[config.mk]
export PLATFORM = sky130hd
export DESIGN_NAME = class_evidence_score_table
export DESIGN_NICKNAME = d
export VERILOG_FILES = /design/src/sv/ces_pkg.sv /design/src/sv/ces_datapath.sv /design/src/sv/ces_ctrl.sv /design/src/sv/class_evidence_score_table.sv
export SDC_FILE = /design/constraint.sdc
export NUM_CORES = 2
export LEC_CHECK = 0
export BUFFER_PORTS_ARGS = -buffer_cell sky130_fd_sc_hd__buf_2
export CAP_MARGIN = 20
export CORE_ASPECT_RATIO = 0.8
export CORE_UTILIZATION = 42
export DETAILED_ROUTE_END_ITERATION = 10
export PLACE_DENSITY = 0.59
export SLEW_MARGIN = 10
export SYNTH_ARGS = -nofsm -noshare
export SYNTH_HDL_FRONTEND = slang
export SYNTH_SLANG_ARGS = --single-unit
[constraint.sdc]
create_clock -name clk -period 15.37 [get_ports clk]
set_input_delay 1.537 -clock clk [delete_from_list [all_inputs] [get_ports clk]]
set_output_delay 1.537 -clock clk [all_outputs]
set_load 0.01 [all_outputs]
[src/sv/ces_pkg.sv]
`timescale 1ns / 1ps
`default_nettype none
// ----------------------------------------------------------------------------
// ces_pkg
// Shared types and constants of the class evidence score table.
// ----------------------------------------------------------------------------
package ces_pkg;

	localparam int TABLE_ENTRIES_DEF = 16;
	localparam int NUM_CLASSES_DEF   = 12;
	localparam int SCORE_W           = 16;
	localparam int ID_W              = 32;
	localparam int CLASS_W           = 4;
	localparam int SLOT_OUT_W        = 4;
	localparam int COUNT_OUT_W       = 5;
	localparam int CFG_IDX_W         = 3;

	typedef enum logic [2:0] {
		MODE_TRACK_BEGIN  = 3'd0,
		MODE_TRACK_ID     = 3'd1,
		MODE_TRACK_END    = 3'd2,
		MODE_DETECT_BEGIN = 3'd3,
		MODE_DETECT       = 3'd4,
		MODE_DETECT_END   = 3'd5,
		MODE_FEEDBACK     = 3'd6
	} mode_t;

	typedef enum logic [1:0] {
		STS_OK        = 2'd0,
		STS_NOT_FOUND = 2'd1,
		STS_FULL      = 2'd2,
		STS_UNKNOWN   = 2'd3
	} status_t;

	typedef enum logic [2:0] {
		CFG_SCORE_MAX      = 3'd0,
		CFG_DETECT_GAIN    = 3'd1,
		CFG_DETECT_PENALTY = 3'd2,
		CFG_MISS_DECAY     = 3'd3,
		CFG_MISS_FLOOR     = 3'd4,
		CFG_CONFIRM_GAIN   = 3'd5,
		CFG_REJECT_PENALTY = 3'd6
	} cfg_reg_t;

	typedef enum logic [2:0] {
		OP_NONE,
		OP_ZERO,
		OP_DETECT,
		OP_DECAY,
		OP_CONFIRM,
		OP_REJECT
	} op_t;

	typedef enum logic [3:0] {
		ST_IDLE,
		ST_DECODE,
		ST_SCAN,
		ST_RESOLVE,
		ST_DROP,
		ST_EOF_CHK,
		ST_EOF_NEXT,
		ST_CNT_RD,
		ST_CNT_DAT,
		ST_UPD_RD,
		ST_UPD_WR,
		ST_DONE
	} state_t;

	typedef struct packed {
		logic    load;
		logic    clr_track;
		logic    clr_detect;
		logic    slot_clr;
		logic    slot_inc;
		logic    slot_found;
		logic    slot_free;
		logic    scan;
		logic    alloc;
		logic    mark_track;
		logic    mark_detect;
		logic    drop;
		logic    cls_clr;
		logic    cls_inc;
		logic    pos_clr;
		logic    cnt_pos;
		logic    mem_rd;
		logic    upd_wr;
		logic    set_op;
		op_t     op;
		logic    set_rep;
		status_t status;
		logic    has_entry;
	} ctrl_cmd_t;

	typedef struct packed {
		mode_t mode;
		logic  known;
		logic  verdict;
		logic  found;
		logic  free_ok;
		logic  slot_last;
		logic  cls_last;
		logic  slot_live;
	} dp_stat_t;

endpackage
`default_nettype wire

[src/sv/ces_datapath.sv]
`timescale 1ns / 1ps
`default_nettype none
// ----------------------------------------------------------------------------
// ces_datapath
// Entry table, score memory, configuration registers and score arithmetic.
// ----------------------------------------------------------------------------
module ces_datapath #(
	parameter int TABLE_ENTRIES = ces_pkg::TABLE_ENTRIES_DEF,
	parameter int NUM_CLASSES   = ces_pkg::NUM_CLASSES_DEF
) (
	input  wire                                   clk,
	input  wire                                   arst_n,
	input  wire ces_pkg::ctrl_cmd_t               cmd,
	output ces_pkg::dp_stat_t                     stat,
	input  wire [2:0]                             mode,
	input  wire [ces_pkg::ID_W-1:0]               target_id,
	input  wire [ces_pkg::CLASS_W-1:0]            class_index,
	input  wire                                   verdict,
	input  wire                                   cfg_we,
	input  wire [ces_pkg::CFG_IDX_W-1:0]          cfg_index,
	input  wire [ces_pkg::SCORE_W-1:0]            cfg_data,
	output logic [1:0]                            status,
	output logic [ces_pkg::SLOT_OUT_W-1:0]        slot,
	output logic [ces_pkg::CLASS_W-1:0]           top_class,
	output logic [ces_pkg::SCORE_W-1:0]           top_score,
	output logic [ces_pkg::COUNT_OUT_W-1:0]       entry_count
);

	localparam int SW    = (TABLE_ENTRIES > 1) ? $clog2(TABLE_ENTRIES) : 1;
	localparam int CW    = (NUM_CLASSES > 1) ? $clog2(NUM_CLASSES) : 1;
	localparam int CNTW  = $clog2(TABLE_ENTRIES + 1);
	localparam int DEPTH = TABLE_ENTRIES * NUM_CLASSES;
	localparam int AW    = $clog2(DEPTH);
	localparam int W     = ces_pkg::SCORE_W;

	logic [W-1:0] score_max_q, detect_gain_q, detect_penalty_q, miss_decay_q;
	logic [W-1:0] miss_floor_q, confirm_gain_q, reject_penalty_q;

	ces_pkg::mode_t                 mode_q;
	logic [ces_pkg::ID_W-1:0]       tid_q;
	logic [ces_pkg::CLASS_W-1:0]    cls_in_q;
	logic                           right_q;

	logic [TABLE_ENTRIES-1:0]       valid_q, seen_track_q, seen_detect_q;
	logic [ces_pkg::ID_W-1:0]       id_q [TABLE_ENTRIES];
	logic [CNTW-1:0]                count_q;

	logic [SW-1:0]                  slot_q, found_slot_q, free_slot_q;
	logic                           found_q, free_q;
	logic [CW-1:0]                  cls_q;
	logic [1:0]                     pos_q;

	logic [W-1:0]                   mem [DEPTH];
	logic [W-1:0]                   rdata_q;
	logic [AW-1:0]                  addr;

	ces_pkg::op_t                   op_q;
	ces_pkg::status_t               status_q;
	logic                           has_entry_q;
	logic [CW-1:0]                  top_q;
	logic [W-1:0]                   best_q;

	logic [W-1:0]                   new_v, floor_v, dec_a, dec_b, decay_v;
	logic [W:0]                     sum_det, sum_cnf;
	logic [W-1:0]                   add_det, add_cnf, sub_pen, sub_rej;
	logic                           cls_hit;

	assign addr = AW'(slot_q) * AW'(NUM_CLASSES) + AW'(cls_q);

	// configuration registers
	always_ff @(posedge clk or negedge arst_n) begin
		if (!arst_n) begin
			score_max_q      <= W'(10000);
			detect_gain_q    <= W'(40);
			detect_penalty_q <= W'(10);
			miss_decay_q     <= W'(1);
			miss_floor_q     <= W'(100);
			confirm_gain_q   <= W'(1000);
			reject_penalty_q <= W'(500);
		end else if (cfg_we) begin
			unique case (cfg_index)
				ces_pkg::CFG_SCORE_MAX:      score_max_q      <= cfg_data;
				ces_pkg::CFG_DETECT_GAIN:    detect_gain_q    <= cfg_data;
				ces_pkg::CFG_DETECT_PENALTY: detect_penalty_q <= cfg_data;
				ces_pkg::CFG_MISS_DECAY:     miss_decay_q     <= cfg_data;
				ces_pkg::CFG_MISS_FLOOR:     miss_floor_q     <= cfg_data;
				ces_pkg::CFG_CONFIRM_GAIN:   confirm_gain_q   <= cfg_data;
				ces_pkg::CFG_REJECT_PENALTY: reject_penalty_q <= cfg_data;
				default: ;
			endcase
		end
	end

	// item payload
	always_ff @(posedge clk) begin
		if (cmd.load) begin
			mode_q   <= ces_pkg::mode_t'(mode);
			tid_q    <= target_id;
			cls_in_q <= class_index;
			right_q  <= verdict;
		end
	end

	// entry table control state
	always_ff @(posedge clk or negedge arst_n) begin
		if (!arst_n) begin
			valid_q       <= '0;
			seen_track_q  <= '0;
			seen_detect_q <= '0;
			count_q       <= '0;
			found_q       <= 1'b0;
			free_q        <= 1'b0;
		end else begin
			if (cmd.load) begin
				found_q <= 1'b0;
				free_q  <= 1'b0;
			end
			if (cmd.clr_track)
				seen_track_q <= '0;
			if (cmd.clr_detect)
				seen_detect_q <= '0;
			if (cmd.scan) begin
				if (valid_q[slot_q] && id_q[slot_q] == tid_q && !found_q)
					found_q <= 1'b1;
				if (!valid_q[slot_q] && !free_q)
					free_q <= 1'b1;
			end
			if (cmd.alloc) begin
				valid_q[free_slot_q]       <= 1'b1;
				seen_track_q[free_slot_q]  <= 1'b1;
				seen_detect_q[free_slot_q] <= 1'b0;
				count_q                    <= count_q + CNTW'(1);
			end
			if (cmd.mark_track)
				seen_track_q[found_slot_q] <= 1'b1;
			if (cmd.mark_detect)
				seen_detect_q[found_slot_q] <= 1'b1;
			// drop entries not listed in this track frame
			if (cmd.drop && valid_q[slot_q] && !seen_track_q[slot_q]) begin
				valid_q[slot_q] <= 1'b0;
				count_q         <= count_q - CNTW'(1);
			end
		end
	end

	always_ff @(posedge clk) begin
		if (cmd.scan) begin
			if (valid_q[slot_q] && id_q[slot_q] == tid_q && !found_q)
				found_slot_q <= slot_q;
			if (!valid_q[slot_q] && !free_q)
				free_slot_q <= slot_q;
		end
		if (cmd.alloc)
			id_q[free_slot_q] <= tid_q;
	end

	// slot and class counters
	always_ff @(posedge clk) begin
		if (cmd.slot_clr)
			slot_q <= '0;
		else if (cmd.slot_inc)
			slot_q <= slot_q + SW'(1);
		else if (cmd.slot_found)
			slot_q <= found_slot_q;
		else if (cmd.slot_free)
			slot_q <= free_slot_q;
		if (cmd.cls_clr)
			cls_q <= '0;
		else if (cmd.cls_inc)
			cls_q <= cls_q + CW'(1);
		if (cmd.pos_clr)
			pos_q <= '0;
		else if (cmd.cnt_pos && rdata_q != '0 && pos_q != 2'd2)
			pos_q <= pos_q + 2'd1;
		if (cmd.set_op)
			op_q <= cmd.op;
		if (cmd.set_rep) begin
			status_q    <= cmd.status;
			has_entry_q <= cmd.has_entry;
		end
	end

	// score memory
	always_ff @(posedge clk) begin
		if (cmd.mem_rd)
			rdata_q <= mem[addr];
		if (cmd.upd_wr)
			mem[addr] <= new_v;
	end

	// score update
	always_comb begin
		cls_hit = (ces_pkg::CLASS_W'(cls_q) == cls_in_q);
		sum_det = {1'b0, rdata_q} + {1'b0, detect_gain_q};
		sum_cnf = {1'b0, rdata_q} + {1'b0, confirm_gain_q};
		add_det = (sum_det < {1'b0, score_max_q}) ? sum_det[W-1:0] : score_max_q;
		add_cnf = (sum_cnf < {1'b0, score_max_q}) ? sum_cnf[W-1:0] : score_max_q;
		sub_pen = (rdata_q > detect_penalty_q) ? rdata_q - detect_penalty_q : '0;
		sub_rej = (rdata_q > reject_penalty_q) ? rdata_q - reject_penalty_q : '0;
		floor_v = (pos_q == 2'd2) ? '0 : miss_floor_q;
		dec_a   = (rdata_q < floor_v) ? rdata_q : floor_v;
		dec_b   = (rdata_q > miss_decay_q) ? rdata_q - miss_decay_q : '0;
		decay_v = (dec_a > dec_b) ? dec_a : dec_b;
		case (op_q)
			ces_pkg::OP_ZERO:    new_v = '0;
			ces_pkg::OP_DETECT:  new_v = cls_hit ? add_det : sub_pen;
			ces_pkg::OP_DECAY:   new_v = decay_v;
			ces_pkg::OP_CONFIRM: new_v = cls_hit ? add_cnf : rdata_q;
			ces_pkg::OP_REJECT:  new_v = cls_hit ? sub_rej : rdata_q;
			default:             new_v = rdata_q;
		endcase
	end

	// top class: lowest index wins ties
	always_ff @(posedge clk) begin
		if (cmd.upd_wr && (cls_q == '0 || new_v > best_q)) begin
			best_q <= new_v;
			top_q  <= cls_q;
		end
	end

	always_comb begin
		stat.mode      = mode_q;
		stat.known     = ({1'b0, cls_in_q} < (ces_pkg::CLASS_W + 1)'(NUM_CLASSES));
		stat.verdict   = right_q;
		stat.found     = found_q;
		stat.free_ok   = free_q;
		stat.slot_last = (slot_q == SW'(TABLE_ENTRIES - 1));
		stat.cls_last  = (cls_q == CW'(NUM_CLASSES - 1));
		stat.slot_live = valid_q[slot_q] && !seen_detect_q[slot_q];
	end

	assign status      = status_q;
	assign slot        = has_entry_q ? ces_pkg::SLOT_OUT_W'(slot_q) : '0;
	assign top_class   = has_entry_q ? ces_pkg::CLASS_W'(top_q) : '0;
	assign top_score   = has_entry_q ? best_q : '0;
	assign entry_count = ces_pkg::COUNT_OUT_W'(count_q);

	a_count_range: assert property (@(posedge clk) disable iff (!arst_n)
		count_q <= CNTW'(TABLE_ENTRIES))
		else $error("entry count above table size");
	a_alloc_free: assert property (@(posedge clk) disable iff (!arst_n)
		cmd.alloc |-> free_q && !valid_q[free_slot_q])
		else $error("allocation into an occupied slot");
	a_alloc_count: assert property (@(posedge clk) disable iff (!arst_n)
		cmd.alloc |=> count_q == $past(count_q) + CNTW'(1))
		else $error("entry count missed an allocation");

endmodule
`default_nettype wire

[src/sv/ces_ctrl.sv]
`timescale 1ns / 1ps
`default_nettype none
// ----------------------------------------------------------------------------
// ces_ctrl
// Sequencer: slot scan, table sweeps and per-class score passes.
// ----------------------------------------------------------------------------
module ces_ctrl (
	input  wire                     clk,
	input  wire                     arst_n,
	input  wire                     start,
	output logic                    busy,
	output logic                    done,
	input  wire ces_pkg::dp_stat_t  stat,
	output ces_pkg::ctrl_cmd_t      cmd
);

	ces_pkg::state_t state_q, state_d;

	always_ff @(posedge clk or negedge arst_n) begin
		if (!arst_n)
			state_q <= ces_pkg::ST_IDLE;
		else
			state_q <= state_d;
	end

	always_comb begin
		state_d = state_q;
		cmd     = '0;
		busy    = (state_q != ces_pkg::ST_IDLE);
		done    = 1'b0;
		unique case (state_q)
			ces_pkg::ST_IDLE: begin
				if (start) begin
					cmd.load = 1'b1;
					state_d  = ces_pkg::ST_DECODE;
				end
			end
			ces_pkg::ST_DECODE: begin
				cmd.set_rep   = 1'b1;
				cmd.status    = ces_pkg::STS_OK;
				cmd.has_entry = 1'b0;
				cmd.slot_clr  = 1'b1;
				unique case (stat.mode)
					ces_pkg::MODE_TRACK_BEGIN: begin
						cmd.clr_track = 1'b1;
						state_d       = ces_pkg::ST_DONE;
					end
					ces_pkg::MODE_DETECT_BEGIN: begin
						cmd.clr_detect = 1'b1;
						state_d        = ces_pkg::ST_DONE;
					end
					ces_pkg::MODE_TRACK_ID, ces_pkg::MODE_DETECT,
					ces_pkg::MODE_FEEDBACK:    state_d = ces_pkg::ST_SCAN;
					ces_pkg::MODE_TRACK_END:   state_d = ces_pkg::ST_DROP;
					ces_pkg::MODE_DETECT_END:  state_d = ces_pkg::ST_EOF_CHK;
					default:                   state_d = ces_pkg::ST_DONE;
				endcase
			end
			ces_pkg::ST_SCAN: begin
				cmd.scan = 1'b1;
				if (stat.slot_last)
					state_d = ces_pkg::ST_RESOLVE;
				else
					cmd.slot_inc = 1'b1;
			end
			ces_pkg::ST_RESOLVE: begin
				cmd.cls_clr = 1'b1;
				cmd.pos_clr = 1'b1;
				cmd.set_op  = 1'b1;
				cmd.set_rep = 1'b1;
				cmd.op      = ces_pkg::OP_NONE;
				cmd.status  = ces_pkg::STS_OK;
				state_d     = ces_pkg::ST_DONE;
				if (stat.mode == ces_pkg::MODE_TRACK_ID) begin
					if (stat.found) begin
						cmd.slot_found = 1'b1;
						cmd.mark_track = 1'b1;
						cmd.has_entry  = 1'b1;
						state_d        = ces_pkg::ST_UPD_RD;
					end else if (stat.free_ok) begin
						cmd.alloc     = 1'b1;
						cmd.slot_free = 1'b1;
						cmd.op        = ces_pkg::OP_ZERO;
						cmd.has_entry = 1'b1;
						state_d       = ces_pkg::ST_UPD_RD;
					end else begin
						cmd.status = ces_pkg::STS_FULL;
					end
				end else if (!stat.found) begin
					cmd.status = ces_pkg::STS_NOT_FOUND;
				end else begin
					cmd.slot_found = 1'b1;
					cmd.has_entry  = 1'b1;
					state_d        = ces_pkg::ST_UPD_RD;
					if (stat.mode == ces_pkg::MODE_DETECT) begin
						cmd.mark_detect = 1'b1;
						if (stat.known) begin
							cmd.op = ces_pkg::OP_DETECT;
						end else begin
							cmd.op     = ces_pkg::OP_DECAY;
							cmd.status = ces_pkg::STS_UNKNOWN;
							state_d    = ces_pkg::ST_CNT_RD;
						end
					end else if (stat.known) begin
						cmd.op = stat.verdict ? ces_pkg::OP_CONFIRM : ces_pkg::OP_REJECT;
					end else begin
						cmd.status = ces_pkg::STS_UNKNOWN;
					end
				end
			end
			ces_pkg::ST_DROP: begin
				cmd.drop = 1'b1;
				if (stat.slot_last)
					state_d = ces_pkg::ST_DONE;
				else
					cmd.slot_inc = 1'b1;
			end
			ces_pkg::ST_EOF_CHK: begin
				if (stat.slot_live) begin
					cmd.cls_clr = 1'b1;
					cmd.pos_clr = 1'b1;
					cmd.set_op  = 1'b1;
					cmd.op      = ces_pkg::OP_DECAY;
					state_d     = ces_pkg::ST_CNT_RD;
				end else begin
					state_d = ces_pkg::ST_EOF_NEXT;
				end
			end
			ces_pkg::ST_EOF_NEXT: begin
				if (stat.slot_last) begin
					state_d = ces_pkg::ST_DONE;
				end else begin
					cmd.slot_inc = 1'b1;
					state_d      = ces_pkg::ST_EOF_CHK;
				end
			end
			ces_pkg::ST_CNT_RD: begin
				cmd.mem_rd = 1'b1;
				state_d    = ces_pkg::ST_CNT_DAT;
			end
			ces_pkg::ST_CNT_DAT: begin
				cmd.cnt_pos = 1'b1;
				if (stat.cls_last) begin
					cmd.cls_clr = 1'b1;
					state_d     = ces_pkg::ST_UPD_RD;
				end else begin
					cmd.cls_inc = 1'b1;
					state_d     = ces_pkg::ST_CNT_RD;
				end
			end
			ces_pkg::ST_UPD_RD: begin
				cmd.mem_rd = 1'b1;
				state_d    = ces_pkg::ST_UPD_WR;
			end
			ces_pkg::ST_UPD_WR: begin
				cmd.upd_wr = 1'b1;
				if (!stat.cls_last) begin
					cmd.cls_inc = 1'b1;
					state_d     = ces_pkg::ST_UPD_RD;
				end else if (stat.mode == ces_pkg::MODE_DETECT_END) begin
					state_d = ces_pkg::ST_EOF_NEXT;
				end else begin
					state_d = ces_pkg::ST_DONE;
				end
			end
			ces_pkg::ST_DONE: begin
				done    = 1'b1;
				state_d = ces_pkg::ST_IDLE;
			end
			default: state_d = ces_pkg::ST_IDLE;
		endcase
	end

	a_start_busy: assert property (@(posedge clk) disable iff (!arst_n)
		start && !busy |=> busy)
		else $error("accepted beat did not raise busy");
	a_done_pulse: assert property (@(posedge clk) disable iff (!arst_n)
		done |=> !done && !busy)
		else $error("result strobe longer than one cycle");
	a_wr_after_rd: assert property (@(posedge clk) disable iff (!arst_n)
		cmd.upd_wr |-> $past(cmd.mem_rd))
		else $error("score write without a preceding read");

endmodule
`default_nettype wire

[src/sv/class_evidence_score_table.sv]
`timescale 1ns / 1ps
`default_nettype none
// ----------------------------------------------------------------------------
// class_evidence_score_table
// Tracked-id table with saturating per-class evidence scores.
//
// channel   handshake          payload
// input     start / busy       mode, target_id, class_index, verdict
// result    done (1 cycle)     status, slot, top_class, top_score, entry_count
// config    cfg_we             cfg_index, cfg_data
//
// Frame begin and unused modes go straight to the result; track end sweeps
// every slot. Track id, detect and feedback scan all slots, then read and
// write each class score, after a positive-score count pass for an unknown
// detection; an absent id or a full table ends after the scan.
// Detect end runs the count and decay passes on each slot unseen this frame.
// The id scan looks at one slot a cycle, and the single-port score
// memory is read, then written, for each class in turn. Reset clears all
// valid and seen bits at once; the score memory needs no clearing pass.
// The result strobe cannot be held off; busy stays high through it.
// ----------------------------------------------------------------------------
module class_evidence_score_table #(
	parameter int TABLE_ENTRIES = ces_pkg::TABLE_ENTRIES_DEF,
	parameter int NUM_CLASSES   = ces_pkg::NUM_CLASSES_DEF
) (
	input  wire                             clk,
	input  wire                             arst_n,
	input  wire                             start,
	output logic                            busy,
	input  wire [2:0]                       mode,
	input  wire [ces_pkg::ID_W-1:0]         target_id,
	input  wire [ces_pkg::CLASS_W-1:0]      class_index,
	input  wire                             verdict,
	input  wire                             cfg_we,
	input  wire [ces_pkg::CFG_IDX_W-1:0]    cfg_index,
	input  wire [ces_pkg::SCORE_W-1:0]      cfg_data,
	output logic                            done,
	output logic [1:0]                      status,
	output logic [ces_pkg::SLOT_OUT_W-1:0]  slot,
	output logic [ces_pkg::CLASS_W-1:0]     top_class,
	output logic [ces_pkg::SCORE_W-1:0]     top_score,
	output logic [ces_pkg::COUNT_OUT_W-1:0] entry_count
);

	ces_pkg::ctrl_cmd_t cmd;
	ces_pkg::dp_stat_t  stat;

	ces_ctrl u_ctrl (
		.clk    (clk),
		.arst_n (arst_n),
		.start  (start),
		.busy   (busy),
		.done   (done),
		.stat   (stat),
		.cmd    (cmd)
	);

	ces_datapath #(
		.TABLE_ENTRIES (TABLE_ENTRIES),
		.NUM_CLASSES   (NUM_CLASSES)
	) u_dp (
		.clk         (clk),
		.arst_n      (arst_n),
		.cmd         (cmd),
		.stat        (stat),
		.mode        (mode),
		.target_id   (target_id),
		.class_index (class_index),
		.verdict     (verdict),
		.cfg_we      (cfg_we),
		.cfg_index   (cfg_index),
		.cfg_data    (cfg_data),
		.status      (status),
		.slot        (slot),
		.top_class   (top_class),
		.top_score   (top_score),
		.entry_count (entry_count)
	);

endmodule
`default_nettype wire
; ---- Word level (Yosys, flattened, before mapping)
; Memories as Yosys holds them, arrays and structs flattened. A register that Yosys moved wholly into a read port is not among the register bits.
; Cells that the tools add are included.
[word_totals]
reg_bits = 255
mem_bits_rw = 3584
in_bits = 63
output_inout_bits = 33
word_cells = 256
mem_count = 2
[op_classes]
n_addsub = 11
mul = 1
n_lt_le_gt_ge = 15
n_eq_ne = 37
mux = 114
bitwise_logic = 8
reduce_logical = 40
[memory_table]
columns = memory, words, width, read_ports, rd_ports_with_merged_regs, write_ports, line
row1 = u_dp.mem, 192, 16, 1, 1, 1, ces_datapath.sv:53  ; logic [W-1:0] mem [DEPTH];
row2 = u_dp.id_q, 16, 32, 1, 1, 1, ces_datapath.sv:45  ; logic [ces_pkg::ID_W-1:0] id_q [TABLE_ENTRIES];
[op_table]
columns = cell, count
row1 = 2-to-1 mux 16 bit, 20
row2 = > comparator 16 bit, 5
row3 = 2-to-1 mux 4 bit, 20
row4 = one-hot mux 16 bit (5 select lines), 1
row5 = OR 16 bit, 4
row6 = subtractor 16 bit, 3
row7 = 2-to-1 mux 1 bit, 44
row8 = one-hot mux 4 bit (11 select lines), 1
row9 = adder 16 x 16 -> 17 bit, 2
row10 = less-than comparator 17 x 16 -> 1 bit, 2
row11 = AND 16 bit, 2
row12 = == test 32 bit, 1
row13 = inverter 16 bit, 2
row14 = "== test 3 bit, second input constant", 8
row15 = "== test 4 bit, second input constant", 6
row16 = 2-to-1 mux 3 bit, 8
row17 = "== test 3 x 2 -> 1 bit, second input constant", 6
row18 = AND reduction 2 bit, 9
row19 = "== test 4 x 3 -> 1 bit, second input constant", 4
row20 = less-than comparator 16 bit, 1
row21 = one-hot mux 4 bit (2 select lines), 2
row22 = nonzero test 16 bit, 1
row23 = "less-than comparator 4 x 5 -> 1 bit, second input constant", 3
row24 = 2-to-1 mux 2 bit, 7
row25 = 31 further kinds, 64

; ---- Logic depth before layout (Yosys ltp)
[logic_depth]
depth_word = 10
ltp_mapped = 31
ltp_nobuf = 29

; ---- Cells and area by module
; Synthesis repeated with hierarchy kept, for this count alone.
[unflattened]
hier_cells = 7354
hier_area_um2 = 155788.2
[modules_own_cells]
columns = mod, n_inst, cells_per_inst, area_each_um2, seq_area_each_um2
row1 = ces_datapath, 1, 7227, 154937.3, 114816.4
row2 = ces_ctrl, 1, 127, 850.8, 100.1

; ---- Worst setup path before layout
; OpenSTA, ideal clock, no wires.
[synth_timing]
kind = reg2reg
from = register u_dp.rdata_q[1], read port of u_dp.mem
to = register u_dp.best_q[0], enable pin
setup_ns = 0.430
t_arrival_ns = 13.933
slack_ns = 1.007
path_stages_with_launch = 22
path_buffers = 1
synth_period_minus_slack_ns = 14.363
cell_sequence = edfxtp_1 > fa_1 > a211oi_1 > o21a_1 > o31ai_1 > a21o_1 > a21oi_1 > xnor2_1 > ha_1 > a21o_1 > a21oi_1 > nand4_1 > o21a_1 > nor3_1 > buf_2 > a211oi_1 > o311a_1 > o21ai_0 > ha_1 > nand4_1 > o311ai_0 > o32ai_1
[synth_via]
elab_chain_cells = 8
[synth_rtl]
columns = element, line
row1 = from (decl), ces_datapath.sv:54  ; logic [W-1:0] rdata_q;
row2 = adder 16 x 16 -> 17 bit (tied with other cells), ces_datapath.sv:195  ; sum_cnf = {1'b0, rdata_q} + {1'b0, confirm_gain_q};
row3 = less-than comparator 17 x 16 -> 1 bit (tied with other cells), ces_datapath.sv:197  ; add_cnf = (sum_cnf < {1'b0, score_max_q}) ? sum_cnf[W-1:0] : score_max_q;
row4 = 2-to-1 mux 16 bit (tied with other cells), ces_datapath.sv:197
row5 = "2-to-1 mux 16 bit, on equally long branches", "ces_datapath.sv:208, ces_datapath.sv:203, ces_datapath.sv:206"
row6 = one-hot mux 16 bit (5 select lines) (*), ces_datapath.sv:204  ; case (op_q)
row7 = net u_dp.new_v[14], ces_datapath.sv:63  ; logic [W-1:0] new_v, floor_v, dec_a, dec_b, decay_v;
row8 = > comparator 16 bit (*), ces_datapath.sv:216  ; if (cmd.upd_wr && (cls_q == '0 || new_v > best_q)) begin
row9 = logical OR 1 bit (*), ces_datapath.sv:216
row10 = logical AND 1 bit (*), ces_datapath.sv:216
row11 = to (signal assigned), ces_datapath.sv:217  ; best_q <= new_v;
row12 = to (decl), ces_datapath.sv:61  ; logic [W-1:0] best_q;
; The timed path passes the listed nets; every way through them passes the cells marked *.
; A chain may end at the register's enable or synchronous reset.

; ---- Final worst setup path
[layout_timing]
from = register u_dp.pos_q[0]
to = register u_dp.best_q[12], enable pin
[layout_via]
elab_chain_cells = 10
[layout_rtl]
columns = element, line
row1 = from (decl), ces_datapath.sv:51  ; logic [1:0] pos_q;
row2 = from (signal assigned), ces_datapath.sv:174  ; pos_q <= pos_q + 2'd1;
row3 = == test 2 bit (*), ces_datapath.sv:200  ; floor_v = (pos_q == 2'd2) ? '0 : miss_floor_q;
row4 = 2-to-1 mux 16 bit (*), ces_datapath.sv:200
row5 = less-than comparator 16 bit, ces_datapath.sv:201  ; dec_a = (rdata_q < floor_v) ? rdata_q : floor_v;
row6 = 2-to-1 mux 16 bit (*), ces_datapath.sv:201
row7 = > comparator 16 bit, ces_datapath.sv:203  ; decay_v = (dec_a > dec_b) ? dec_a : dec_b;
row8 = 2-to-1 mux 16 bit (*), ces_datapath.sv:203
row9 = one-hot mux 16 bit (5 select lines) (*), ces_datapath.sv:204
row10 = net u_dp.new_v[13], ces_datapath.sv:63
row11 = > comparator 16 bit (*), ces_datapath.sv:216
row12 = logical OR 1 bit (*), ces_datapath.sv:216
row13 = logical AND 1 bit (*), ces_datapath.sv:216
; Marked as above.

==> results.py <==
metrics = {
    "outcome": {
        "status": "finished clean",
    },
    "run": {
        "timing.max_cap.violations": 0,
    },
    "pwr": {
        "power.density_cell_area_nw_per_um2": 200,
        "power_mw": 35.5,
        "cellLeakagePower_nw": 56.8,
        "peakVddDrop_v": 0.000252,
    },
    "die": {
        "row_count": 200,
        "die-area_um2": 375000,
        "core_outline_area_um2": 371000,
        "die_width_um": 684,
        "die_h_um": 548,
        "io_pins": 96,
        "floorplan.initialDensity": 0.422,
    },
    "cells_and_area": {
        "mostFrequentLayoutCell": "edfxtp_1",
        "largest_register_ffs": 3072,
        "num-nets-final": 8384,
        "largest_register": "u_dp.mem",
        "n_fill_cell": 30400,
        "layout_top_registers": "u_dp.mem x3072, u_dp.id_q x512, u_dp.tid_q x32",
        "most_frequent_cells_in_the_layout": "3674 x edfxtp_1, 1114 x mux4_2, 390 x clkbuf_16",
        "drive_above_1_share": 0.282,
        "layout-area-overhead-vs-synth_pct": 13.5,
    },
    "grt": {
        "grt_usage": 0.225,
        "pin_count_of_the_biggest_net_entering_global_routing": 194,
        "grt_pass1_vias": 80300,
        "grt_overflow": 0,
        "grt_first_pass_wirelength_um": 606000,
        "grt_antenna_before_repair": 33,
    },
    "worst_setup_path": {
        "max_stage_delay_ps": 620,
        "critical_path.startpoint_type": "flip-flop",
        "worstPathRequired_ps": 16010,
        "setup.worst_path.class": "reg -> reg",
        "critPathTopFamily": "simple AND/OR/NAND/NOR gates",
        "regToRegSetupSlack_ps": 7050,
        "timing.critical_path.buf_inv": 4,
        "worst_ep_arrival_time_ps": 8970,
        "cp_common_cell": "ha_1",
        "cp-end-kind": "flip-flop",
        "crit_fanout": 57,
        "critPathSlowestCell": "ha_1",
    },
    "routing": {
        "m1WireLength_um": 188000,
        "drc": 0,
        "avgViaCountPerCell": 6.03,
        "count_of_nets_left_with_antenna_violations_after_detail_routing": 0,
        "detail_route.wl_per_cell_um": 31.9,
        "wirelength_um": 428000,
        "firstDrtPassIters": 5,
        "route.met2.wl_um": 192000,
        "detailed_router_s_first_iteration_violation_count": 9505,
        "top_layer": "met5",
        "met3_length_um": 37400,
        "vias": 80900,
    },
    "yosys": {
        "synth.yosys.seq_area_share": 0.735,
        "count_of_unique_library_cells_instantiated_by_yosys": 85,
        "syn_nets": 7941,
        "top_cell_type_s_share_of_synthesized_area": 0.705,
        "yosysWarningCount": 0,
        "synth.avg_cell_area_um2": 20.3,
        "synth-seq-cells": 3859,
        "synth_area_leader_cell": "edfxtp_1",
        "synth_ff_type": "edfxtp_1",
        "async_reset_ff_frac": 0.0443,
        "synth_top_cells_by_area": "edfxtp_1 71%, mux4_2 16%, dfrtp_1 2.3%",
        "syn_inst": 7694,
        "post_synth_instance_area_um2": 156000,
        "synth_enable_flop_cells": 3674,
    },
    "sta": {
        "maxSlewHeadroom": 0.134,
        "period_needed_ps": 8320,
        "tightestPinTransition_ps": 1300,
        "clock.fmax_mhz": 120,
        "skew_ps": 89.3,
        "rsz0062_at_grt": "false",
        "finalHoldViolations": 0,
        "setup_tns_ps": 0,
        "final_max_slew_viol_count": 0,
        "setup_viol": 0,
        "min_period_over_period": 0.541,
    },
    "clock_tree": {
        "htree_num_levels": 5,
        "tritoncts": "done",
        "ctsLongestPathBuffers": 4,
        "gates_resized_cts_repair": 0,
        "clkLatencyLatePin_ps": 970,
        "tritoncts.num_buffers": 378,
        "cts-root-buf": "clkbuf_16",
        "postCtsSetupBuffers": 0,
        "path_clk_slew_ps": 60,
        "cts_hold_buffers": 0,
        "clock_sink_count": 3859,
    },
    "placement": {
        "routabilityCongestion": 0.885,
        "portBuffers": 95,
        "dp_hpwl_um": 249000,
    },
    "hold_path": {
        "min_path_type": "reg -> reg",
    },
}
==> routing by layer <==
layer / vias up / global-route usage
li1: 32800 / -
met1: 43900 / 0.341
met2: 3613 / 0.336
met3: 572 / 0.0455
met4: 2 / 0.0547
met5: - / 0
==> layout make-up <==
cell class,instances,area [um^2],area share
sequential,3859,115000,0.648
multi-input combinational,3310,40000,0.225
clock buffer,477,10100,0.0570
tap,4949,6190,0.0349
timing repair buffer,447,3370,0.0190
clock inverter,222,2330,0.0131
inverter,141,529,0.00298
antenna,11,27.5,0.000155
==> final timing paths <==
kind                                            startpoint                           endpoint  cells past startpoint
setup / recovery                u_dp.pos_q[0]$_SDFFE_PP0P_          u_dp.best_q[12]$_DFFE_PP_                     27
hold / removal             u_dp.entry_count[4]$_DFFE_PN0P_    u_dp.entry_count[4]$_DFFE_PN0P_                      1
setup reg to reg                u_dp.pos_q[0]$_SDFFE_PP0P_          u_dp.best_q[12]$_DFFE_PP_                     27
hold reg to reg            u_dp.entry_count[4]$_DFFE_PN0P_    u_dp.entry_count[4]$_DFFE_PN0P_                      1
max in group asynchronous                           arst_n             u_dp.found_q$_DFF_PN0_                      2
min in group asynchronous                           arst_n  u_dp.detect_gain_q[4]$_DFFE_PN0P_                      1
==> Yosys cell counts (all sizes together), types with 12 or more instances <==
cell and n:
a211oi 36, a21o 46, a21oi 161, a221o 20, a221oi 14, a31oi 28
and2 43, and3 17, buf 179, clkbuf 205, dfrtp 146, dfstp 25
dfxtp 14, edfxtp 3674, ha 176, inv 139, mux2 97, mux2i 62
mux4 1114, nand2 350, nand2b 17, nand3 153, nand4 37, nor2 339
nor2b 27, nor3 57, nor3b 12, nor4 25, o211ai 19, o21a 12
o21ai 133, o22ai 18, or3 18, xnor2 64, xor2 37
==> power by group <==
part / switching, mW / internal (mW) / total (mW) / leakage, nW
Combinational: 8.10 / 4.04 / 12.1 / 15.1
Clock: 3.99 / 5.40 / 9.38 / 6.07
Sequential: 0.340 / 13.7 / 14.0 / 35.6
==> stage by stage <==
stage | area, um^2 | std cells | hold WS (ps) | setup slack, ps | utilization
finish | 178000 | 13400 | 474 | 7050 | 0.479
global route | 177000 | 13400 | 492 | 6530 | 0.479
CTS | 177000 | 13400 | 470 | 6420 | 0.478
detailed placement | 165000 | 12700 | 456 | 6430 | 0.445
global placement | 165000 | 12700 | 452 | 6540 | 0.445
floorplan | 156000 | 7694 | 440 | 1010 | -
==> cells by family (layout without fill, tap and decap cells) <==
kind of cell	count (synthesis)	count (layout)	synth area share
flops	3859	3859	0.735
simple gates	1142	1142	0.0336
fa+ha+maj	184	184	0.0151
buf+inv	525	1287	0.0139
xor+xnor	101	101	0.00566
other cells	0	11	0
compound gates	610	610	0.0255
mux	1273	1273	0.171
Power figures use the tool's default switching activity.
